## src/sv/alpe_pkg.sv

```systemverilog
// Package for the addressable LED pulse encoder.
// Holds the configuration and command types, register index codes and fixed sizes.
// Used by the front end, queue, serializer and top level; depends on nothing else.
`timescale 1ns / 1ps

package alpe_pkg;

  // Bit slots sent for one LED: green, red, blue, eight bits each.
  localparam int SLOTS_PER_LED = 24;
  localparam int SLOT_CNT_W    = 5;
  localparam int CFG_IDX_W     = 3;
  localparam int CFG_DATA_W    = 8;
  localparam int RES_CNT_W     = 6;

  // Configuration register indexes.
  localparam logic [CFG_IDX_W-1:0] REG_BASE_LEVEL  = 3'd0;
  localparam logic [CFG_IDX_W-1:0] REG_SCALE_MODE  = 3'd1;
  localparam logic [CFG_IDX_W-1:0] REG_ONE_WIDTH   = 3'd2;
  localparam logic [CFG_IDX_W-1:0] REG_ZERO_WIDTH  = 3'd3;
  localparam logic [CFG_IDX_W-1:0] REG_RESET_SLOTS = 3'd4;

  // Scale mode codes.
  localparam logic MODE_ALPHA_TIMES_GLOBAL = 1'b0;
  localparam logic MODE_GLOBAL_FIRST       = 1'b1;

  // Register values after reset.
  localparam logic [7:0]           RST_BASE_LEVEL  = 8'd30;
  localparam logic                 RST_SCALE_MODE  = MODE_ALPHA_TIMES_GLOBAL;
  localparam logic [7:0]           RST_ONE_WIDTH   = 8'd48;
  localparam logic [7:0]           RST_ZERO_WIDTH  = 8'd24;
  localparam logic [RES_CNT_W-1:0] RST_RESET_SLOTS = 6'd40;

  typedef struct packed {
    logic [7:0]           base_level;
    logic                 scale_mode;
    logic [7:0]           one_width;
    logic [7:0]           zero_width;
    logic [RES_CNT_W-1:0] reset_slots;
  } alpe_cfg_t;

  // One classified LED: the scaled GRB word and the reset gap that follows it.
  typedef struct packed {
    logic [SLOTS_PER_LED-1:0] word;
    logic [RES_CNT_W-1:0]     nres;
  } alpe_cmd_t;

endpackage

```

## src/sv/alpe_front.sv

```systemverilog
// Front end of the LED pulse encoder: accepts colour items, picks the brightness,
// scales the channels and forms the GRB word with its reset gap length.
// Depends on alpe_pkg.
`timescale 1ns / 1ps

module alpe_front #(
  parameter int LED_COUNT       = 8,
  parameter int MAX_RESET_SLOTS = 40
) (
  input  logic                clk,
  input  logic                rst_n,
  input  alpe_pkg::alpe_cfg_t cfg,
  input  logic                in_valid,
  output logic                in_ready,
  input  logic [2:0]          in_led_index,
  input  logic [7:0]          in_red,
  input  logic [7:0]          in_green,
  input  logic [7:0]          in_blue,
  input  logic [7:0]          in_alpha,
  output logic                cmd_valid,
  output alpe_pkg::alpe_cmd_t cmd,
  input  logic                cmd_ready
);
  import alpe_pkg::*;

  localparam logic [RES_CNT_W-1:0] MaxRes = RES_CNT_W'(MAX_RESET_SLOTS);

  logic                 s1_v_r;
  logic [7:0]           s1_red_r;
  logic [7:0]           s1_green_r;
  logic [7:0]           s1_blue_r;
  logic [7:0]           s1_bright_r;
  logic                 s1_scale_r;
  logic [RES_CNT_W-1:0] s1_nres_r;
  logic                 s2_v_r;
  alpe_cmd_t            s2_cmd_r;

  logic                 s1_ready;
  logic                 s2_ready;
  logic                 in_acc;
  logic [15:0]          prod_ag;
  logic [7:0]           bright;
  logic                 do_scale;
  logic                 ends;
  logic [RES_CNT_W-1:0] nres_sat;
  logic [15:0]          prod_r;
  logic [15:0]          prod_g;
  logic [15:0]          prod_b;
  logic [7:0]           sc_red;
  logic [7:0]           sc_green;
  logic [7:0]           sc_blue;

  // Stall chain from the queue back to the input.
  assign s2_ready = !s2_v_r || cmd_ready;
  assign s1_ready = !s1_v_r || s2_ready;
  assign in_ready = s1_ready;
  assign in_acc   = in_valid && in_ready;

  // Brightness selection by scale mode.
  assign prod_ag = in_alpha * cfg.base_level;
  always_comb begin
    bright   = 8'd0;
    do_scale = 1'b1;
    if (cfg.scale_mode == MODE_ALPHA_TIMES_GLOBAL) begin
      priority if (in_alpha != 8'd0) begin
        bright = prod_ag[15:8];
      end else if (cfg.base_level != 8'd0) begin
        bright = cfg.base_level;
      end else begin
        do_scale = 1'b0;
      end
    end else begin
      priority if (cfg.base_level != 8'd0) begin
        bright = cfg.base_level;
      end else if (in_alpha != 8'd0) begin
        bright = in_alpha;
      end else begin
        do_scale = 1'b0;
      end
    end
  end

  // The last chain position, or any past it, ends the frame with a reset gap.
  assign ends     = (int'(in_led_index) + 1) >= LED_COUNT;
  assign nres_sat = !ends ? '0 :
                    (cfg.reset_slots > MaxRes) ? MaxRes : cfg.reset_slots;

  // Stage one registers.
  always_ff @(posedge clk) begin
    if (!rst_n) begin
      s1_v_r <= 1'b0;
    end else if (s1_ready) begin
      s1_v_r <= in_valid;
    end
    if (in_acc) begin
      s1_red_r    <= in_red;
      s1_green_r  <= in_green;
      s1_blue_r   <= in_blue;
      s1_bright_r <= bright;
      s1_scale_r  <= do_scale;
      s1_nres_r   <= nres_sat;
    end
  end

  // Channel scaling.
  assign prod_r   = s1_red_r * s1_bright_r;
  assign prod_g   = s1_green_r * s1_bright_r;
  assign prod_b   = s1_blue_r * s1_bright_r;
  assign sc_red   = s1_scale_r ? prod_r[15:8] : s1_red_r;
  assign sc_green = s1_scale_r ? prod_g[15:8] : s1_green_r;
  assign sc_blue  = s1_scale_r ? prod_b[15:8] : s1_blue_r;

  // Stage two registers hold the finished command.
  always_ff @(posedge clk) begin
    if (!rst_n) begin
      s2_v_r <= 1'b0;
    end else if (s2_ready) begin
      s2_v_r <= s1_v_r;
    end
    if (s2_ready && s1_v_r) begin
      s2_cmd_r.word <= {sc_green, sc_red, sc_blue};
      s2_cmd_r.nres <= s1_nres_r;
    end
  end

  assign cmd_valid = s2_v_r;
  assign cmd       = s2_cmd_r;

endmodule

```

## src/sv/alpe_queue.sv

```systemverilog
// Two-entry command queue between the front end and the slot serializer.
// Depends on alpe_pkg.
`timescale 1ns / 1ps

module alpe_queue (
  input  logic                clk,
  input  logic                rst_n,
  input  logic                push_valid,
  output logic                push_ready,
  input  alpe_pkg::alpe_cmd_t push_cmd,
  output logic                pop_valid,
  input  logic                pop,
  output alpe_pkg::alpe_cmd_t pop_cmd
);
  import alpe_pkg::*;

  alpe_cmd_t  mem_r [2];
  logic       wr_ptr_r;
  logic       rd_ptr_r;
  logic [1:0] count_r;
  logic [1:0] count_nxt;
  logic       do_push;
  logic       do_pop;

  assign push_ready = (count_r != 2'd2);
  assign pop_valid  = (count_r != 2'd0);
  assign do_push    = push_valid && push_ready;
  assign do_pop     = pop && pop_valid;
  assign pop_cmd    = mem_r[rd_ptr_r];

  // Occupancy follows pushes and pops.
  always_comb begin
    count_nxt = count_r;
    unique case ({do_push, do_pop})
      2'b10:   count_nxt = count_r + 2'd1;
      2'b01:   count_nxt = count_r - 2'd1;
      default: count_nxt = count_r;
    endcase
  end

  always_ff @(posedge clk) begin
    if (!rst_n) begin
      wr_ptr_r <= 1'b0;
      rd_ptr_r <= 1'b0;
      count_r  <= 2'd0;
    end else begin
      if (do_push) begin
        wr_ptr_r <= !wr_ptr_r;
      end
      if (do_pop) begin
        rd_ptr_r <= !rd_ptr_r;
      end
      count_r <= count_nxt;
    end
    if (do_push) begin
      mem_r[wr_ptr_r] <= push_cmd;
    end
  end

endmodule

```

## src/sv/alpe_back.sv

```systemverilog
// Slot serializer of the LED pulse encoder: turns each command into 24 duty codes,
// MSB first, then the zero-duty reset slots, through a registered output.
// Depends on alpe_pkg.
`timescale 1ns / 1ps

module alpe_back (
  input  logic                clk,
  input  logic                rst_n,
  input  alpe_pkg::alpe_cfg_t cfg,
  input  logic                cmd_valid,
  input  alpe_pkg::alpe_cmd_t cmd,
  output logic                cmd_pop,
  output logic                out_valid,
  input  logic                out_ready,
  output logic [7:0]          out_pulse_width,
  output logic                out_is_reset_slot,
  output logic                out_last
);
  import alpe_pkg::*;

  localparam logic [SLOT_CNT_W-1:0] LastBit = SLOT_CNT_W'(SLOTS_PER_LED - 1);

  logic                     cur_v_r;
  logic                     in_res_r;
  logic [SLOTS_PER_LED-1:0] shift_r;
  logic [SLOT_CNT_W-1:0]    bit_cnt_r;
  logic [RES_CNT_W-1:0]     res_left_r;
  logic                     out_valid_r;
  logic [7:0]               pw_r;
  logic                     rs_r;
  logic                     last_r;

  logic                     out_free;
  logic                     emit;
  logic                     slot_last;
  logic [7:0]               slot_pw;

  assign out_free = !out_valid_r || out_ready;
  assign emit     = cur_v_r && out_free;

  // Contents of the slot being sent now.
  always_comb begin
    if (in_res_r) begin
      slot_pw   = 8'd0;
      slot_last = (res_left_r == RES_CNT_W'(1));
    end else begin
      slot_pw   = shift_r[SLOTS_PER_LED-1] ? cfg.one_width : cfg.zero_width;
      slot_last = (bit_cnt_r == LastBit) && (res_left_r == '0);
    end
  end

  // A new command loads when idle or as the current one sends its final slot.
  assign cmd_pop = cmd_valid && (!cur_v_r || (emit && slot_last));

  // Walk the bit slots, then the reset slots.
  always_ff @(posedge clk) begin
    if (!rst_n) begin
      cur_v_r <= 1'b0;
    end else if (cmd_pop) begin
      cur_v_r <= 1'b1;
    end else if (emit && slot_last) begin
      cur_v_r <= 1'b0;
    end
    if (cmd_pop) begin
      in_res_r   <= 1'b0;
      shift_r    <= cmd.word;
      bit_cnt_r  <= '0;
      res_left_r <= cmd.nres;
    end else if (emit) begin
      if (in_res_r) begin
        res_left_r <= res_left_r - RES_CNT_W'(1);
      end else begin
        shift_r   <= {shift_r[SLOTS_PER_LED-2:0], 1'b0};
        bit_cnt_r <= bit_cnt_r + SLOT_CNT_W'(1);
        if (bit_cnt_r == LastBit) begin
          in_res_r <= 1'b1;
        end
      end
    end
  end

  // Output register.
  always_ff @(posedge clk) begin
    if (!rst_n) begin
      out_valid_r <= 1'b0;
    end else if (emit) begin
      out_valid_r <= 1'b1;
    end else if (out_ready) begin
      out_valid_r <= 1'b0;
    end
    if (emit) begin
      pw_r   <= slot_pw;
      rs_r   <= in_res_r;
      last_r <= slot_last;
    end
  end

  assign out_valid         = out_valid_r;
  assign out_pulse_width   = pw_r;
  assign out_is_reset_slot = rs_r;
  assign out_last          = last_r;

endmodule

```

## src/sv/addressable_led_pulse_encoder.sv

```systemverilog
// Addressable LED pulse encoder: each colour item gives 24 GRB duty codes, plus the
// reset gap after the LED that ends the chain. An item passes the front-end stage
// registers, the queue, and the serializer's output register, which sends one slot a
// cycle unless out_ready stalls it. Two commands queue ahead.
// Synchronous active-low reset empties all stages and loads the register defaults.
`timescale 1ns / 1ps

module addressable_led_pulse_encoder #(
  parameter int LED_COUNT       = 8,
  parameter int MAX_RESET_SLOTS = 40
) (
  input  logic                             clk,
  input  logic                             rst_n,
  input  logic                             cfg_valid,
  output logic                             cfg_ready,
  input  logic [alpe_pkg::CFG_IDX_W-1:0]   cfg_index,
  input  logic [alpe_pkg::CFG_DATA_W-1:0]  cfg_data,
  input  logic                             in_valid,
  output logic                             in_ready,
  input  logic [2:0]                       in_led_index,
  input  logic [7:0]                       in_red,
  input  logic [7:0]                       in_green,
  input  logic [7:0]                       in_blue,
  input  logic [7:0]                       in_alpha,
  output logic                             out_valid,
  input  logic                             out_ready,
  output logic [7:0]                       out_pulse_width,
  output logic                             out_is_reset_slot,
  output logic                             out_last
);
  import alpe_pkg::*;

  alpe_cfg_t cfg_r;
  logic      cmd_valid;
  logic      cmd_ready;
  alpe_cmd_t cmd;
  logic      q_valid;
  logic      q_pop;
  alpe_cmd_t q_cmd;

  // Configuration registers; unknown indexes are ignored.
  assign cfg_ready = 1'b1;
  always_ff @(posedge clk) begin
    if (!rst_n) begin
      cfg_r.base_level  <= RST_BASE_LEVEL;
      cfg_r.scale_mode  <= RST_SCALE_MODE;
      cfg_r.one_width   <= RST_ONE_WIDTH;
      cfg_r.zero_width  <= RST_ZERO_WIDTH;
      cfg_r.reset_slots <= RST_RESET_SLOTS;
    end else if (cfg_valid && cfg_ready) begin
      unique case (cfg_index)
        REG_BASE_LEVEL:  cfg_r.base_level  <= cfg_data;
        REG_SCALE_MODE:  cfg_r.scale_mode  <= cfg_data[0];
        REG_ONE_WIDTH:   cfg_r.one_width   <= cfg_data;
        REG_ZERO_WIDTH:  cfg_r.zero_width  <= cfg_data;
        REG_RESET_SLOTS: cfg_r.reset_slots <= cfg_data[RES_CNT_W-1:0];
        default: ;
      endcase
    end
  end

  alpe_front #(
    .LED_COUNT      (LED_COUNT),
    .MAX_RESET_SLOTS(MAX_RESET_SLOTS)
  ) u_front (
    .clk         (clk),
    .rst_n       (rst_n),
    .cfg         (cfg_r),
    .in_valid    (in_valid),
    .in_ready    (in_ready),
    .in_led_index(in_led_index),
    .in_red      (in_red),
    .in_green    (in_green),
    .in_blue     (in_blue),
    .in_alpha    (in_alpha),
    .cmd_valid   (cmd_valid),
    .cmd         (cmd),
    .cmd_ready   (cmd_ready)
  );

  alpe_queue u_queue (
    .clk       (clk),
    .rst_n     (rst_n),
    .push_valid(cmd_valid),
    .push_ready(cmd_ready),
    .push_cmd  (cmd),
    .pop_valid (q_valid),
    .pop       (q_pop),
    .pop_cmd   (q_cmd)
  );

  alpe_back u_back (
    .clk              (clk),
    .rst_n            (rst_n),
    .cfg              (cfg_r),
    .cmd_valid        (q_valid),
    .cmd              (q_cmd),
    .cmd_pop          (q_pop),
    .out_valid        (out_valid),
    .out_ready        (out_ready),
    .out_pulse_width  (out_pulse_width),
    .out_is_reset_slot(out_is_reset_slot),
    .out_last         (out_last)
  );

endmodule

```

## config.mk

```make
export PLATFORM = sky130hd
export DESIGN_NAME = addressable_led_pulse_encoder
export DESIGN_NICKNAME = d
export VERILOG_FILES = /design/src/sv/alpe_pkg.sv /design/src/sv/alpe_front.sv /design/src/sv/alpe_queue.sv /design/src/sv/alpe_back.sv /design/src/sv/addressable_led_pulse_encoder.sv
export SDC_FILE = /design/constraint.sdc
export NUM_CORES = 1
export LEC_CHECK = 0
export BUFFER_PORTS_ARGS = -buffer_cell sky130_fd_sc_hd__buf_2
export CAP_MARGIN = 25
export CORE_ASPECT_RATIO = 1.75
export CORE_MARGIN = 3
export CORE_UTILIZATION = 60
export CTS_CLUSTER_SIZE = 8
export DETAILED_ROUTE_END_ITERATION = 8
export PLACE_DENSITY_LB_ADDON = 0.12
export SYNTH_ARGS = -nofsm -noshare
export SYNTH_HDL_FRONTEND = slang
export SYNTH_SLANG_ARGS = --single-unit
export TNS_END_PERCENT = 30
```

## constraint.sdc

```tcl
create_clock -name clk -period 12.11 [get_ports clk]
set_clock_uncertainty 0.05 [all_clocks]
set_input_delay 0.6055 -clock clk [delete_from_list [all_inputs] [get_ports clk]]
set_output_delay 0.6055 -clock clk [all_outputs]
set_load 0.01 [all_outputs]
```

==> out/metrics.yaml <==
outcome:
  outcome: "completed"
placed_design:
  place_congestion: 0.8655
  dp_slack_ns: 6.892
  dp_hpwl_um: 22970
  dpl.cell_count: 1773
  io_buffers: 62
  dpl_cell_area_um2: 16400
pwr:
  peakVddDrop_mv: 0.1685
  p_leak_uw: 0.007633
  powerDensity_nw_per_um2: 274.2
clock_network:
  cts_buffers: 31
  clkSinkCount: 215
  path_clk_slew_ns: 0.05
  cts_max_path_buffers: 3
  cts.repair.resized: 0
  root_buffer: "clkbuf_16"
  cts_hold_buffers: 0
  cts_tree: "done"
  cts_htree_levels: 1
  postCtsSetupBuffers: 0
  clk_latency_ns: 0.56
critical_path:
  r2r_cells: 14
  crit_chain: "nand2_1 > fa_1 > fa_1 > inv_1 > fa_1 > fa_1 > ha_1 > a21o_1 > a21oi_2 > o21ai_2 > o31a_1 > a311oi_2 > xnor2_1 > mux2_4"
  cp_data_arrival_time_ns: 5.45
  crit_required_ns: 12.36
  crit_type: "reg -> reg"
  path_common_cell: "fa_1"
  rrSetupSlack_ns: 6.91
  max_stage_delay_ns: 0.83
  cp-end-kind: "register"
  critPathTopFamily: "adder cells"
  critPathSlowestCell: "edfxtp_1"
  startpoint_type: "register"
  timing.rr.end: "u_front.cmd[12]"
  worst-path-buf-inv: 1
  critPathMaxFanout: 24
  r2r_start: "u_front.s1_bright_r[6]"
layout:
  drive_above_1_share: 0.09641
  multi_input_area_um2: 9005
  regArea_um2: 5997
  fillers: 2068
  final_cells: 1824
  nets: 1815
  final_common_cell: "and2_1"
  finalInstanceArea_um2: 17300
  layout_common_cells: "219 x and2_1, 173 x inv_1, 169 x edfxtp_1, 140 x fa_1, 136 x ha_1"
  n_antenna_cell: 0
  syn_to_final_growth_pct: 8.748
routing:
  drtIter0Drc: 300
  wl_um: 30580
  vias: 10090
  first_pass_iters: 5
  drt-vias-per-instance: 5.529
  ant_nets: 0
  remaining_drc_errors: 0
  wire_per_inst_um: 16.77
global_routing:
  grt_max_degree: 66
  grt_pass1_wl_um: 52280
  grt_pass1_vias: 10920
  antenna_found_initial: 0
  grt-ovfl-total: 0
  grt_use_total: 0.2258
yosys:
  synth-seq-cells: 215
  synth.area.top_cells: "edfxtp_1 32%, fa_1 18%, ha_1 11%"
  ys_async_sr_fraction: 0
  syn_area_per_cell_um2: 11.02
  syn-num-nets: 1770
  yosysUniqueCellTypes: 59
  synth_edf_count: 169
  yosys.area.top_type: "edfxtp_1"
  synthDominantCellAreaShare: 0.3191
  synthFlopType: "edfxtp_1"
  syn_inst: 1443
  syn_area_um2: 15900
  synth_warnings: 0
  ys_seq_area_frac: 0.3770
sta:
  clock.fmax_mhz: 192.2
  whs_ns: 0.1711
  rsz0062_at_grt: "false"
  finalSetupViolCount: 0
  final.period_utilization: 0.4297
  worst_slack_ns: 6.907
  hold_viol_final: 0
  worst_pin_slew_ns: 0.9770
  tns_ns: 0
  fin_crit_ns: 5.203
  slew_viol_final: 0
  relSlewSlack: 0.3487
die:
  fp.dieH_um: 221.4
  die_area_um2: 28570
  dieWidth_um: 129.1
  rows: 78
  initial_utilization: 0.6103
  core-area_um2: 26060
  io_pins: 64
min_path:
  min_from: "in_blue[7]"
  hold_class: "in -> reg"
  whs_endpoint: "u_front.s1_blue_r[7]"
  hold_depth: 1
flow_run:
  drv_cap: 0
[worst max-delay path by stage]
| stage | slack [ns] | from | to | depth (start not counted) |
|---|---|---|---|---|
| after floorplan | 7.20 | in_alpha[1] | u_front.s1_bright_r[4] | 16 |
| after global placement | 6.96 | in_alpha[1] | u_front.s1_bright_r[4] | 16 |
| after detailed placement | 6.89 | u_front.s1_bright_r[7] | u_front.cmd[20] | 14 |
| after CTS | 6.88 | u_front.s1_bright_r[7] | u_front.cmd[12] | 14 |
| after global routing | 6.57 | u_front.s1_bright_r[7] | u_front.cmd[20] | 14 |
| final | 6.91 | u_front.s1_bright_r[6] | u_front.cmd[12] | 14 |
[kinds of logic (layout without fill, tap and decap cells)]
| family | Yosys count | in the layout | share of synthesized area |
|---|---|---|---|
| and+or+nand+nor | 472 | 472 | 0.1568 |
| adders and majority gates | 276 | 276 | 0.2832 |
| DFF | 215 | 215 | 0.3770 |
| muxes | 58 | 58 | 0.03784 |
| AOI/OAI and AO/OA | 148 | 148 | 0.06404 |
| buffers and inverters | 230 | 291 | 0.05719 |
| xor gates and xnor gates | 43 | 43 | 0.02368 |
| other | 1 | 1 | 0.0002358 |
[routing by layer]
layer	global-route usage	share of wire
met5	0	0
met4	0.07562	0.027
met3	0.02295	0.029
met2	0.4179	0.55
met1	0.2687	0.39
[state kept, by name, indices dropped and copies added, names as in the netlist, 8 cells and up, named ones only]
signal,cells
cfg_r,31
u_front.cmd,30
u_front.s1_green_r,8
u_back.shift_r,24
u_front.s1_red_r,8
u_queue.mem_r,60
u_back.out_pulse_width,8
u_front.s1_blue_r,8
u_front.s1_bright_r,8
[cell type report]
cell class / instances / share of cell area
Multi-Input combinational cell: 998 / 0.5207
Sequential cell: 215 / 0.3467
Clock buffer: 47 / 0.04956
Inverter: 173 / 0.03755
Tap cell: 320 / 0.02315
Timing Repair Buffer: 69 / 0.02098
Clock inverter: 2 / 0.001375
[report_power, final]
| part | leakage [uW] | switching, uW | total, uW | internal (uW) |
|---|---|---|---|---|
| clock | 0.000423 | 292 | 770 | 479 |
| combinational | 0.00525 | 1460 | 2700 | 1240 |
| sequential | 0.00196 | 162 | 1280 | 1110 |
| total | 0.00763 | 1910 | 4740 | 2830 |
[per-stage QoR]
| stage | power, uW | utilization |
|---|---|---|
| 2_1_floorplan | 3403 | - |
| 3_3_place_gp | 3902 | 0.6294 |
| 3_5_place_dp | 3994 | 0.6294 |
| 4_1_cts | 4805 | 0.6632 |
| 5_1_grt | 5243 | 0.6637 |
| 6_report | 4743 | 0.6637 |
[cell usage after synthesis, drive strengths merged, types with 11 or more instances]
cell type	count
buf	11
xnor2	26
nand3	21
xor2	17
a21boi	21
inv	173
nor2	70
nand2	111
a21oi	67
dfxtp	46
mux2	14
nor2b	12
mux2i	44
fa	140
edfxtp	169
and2	220
ha	136
clkbuf	46
No activity file was read; power rests on OpenSTA's default activity.
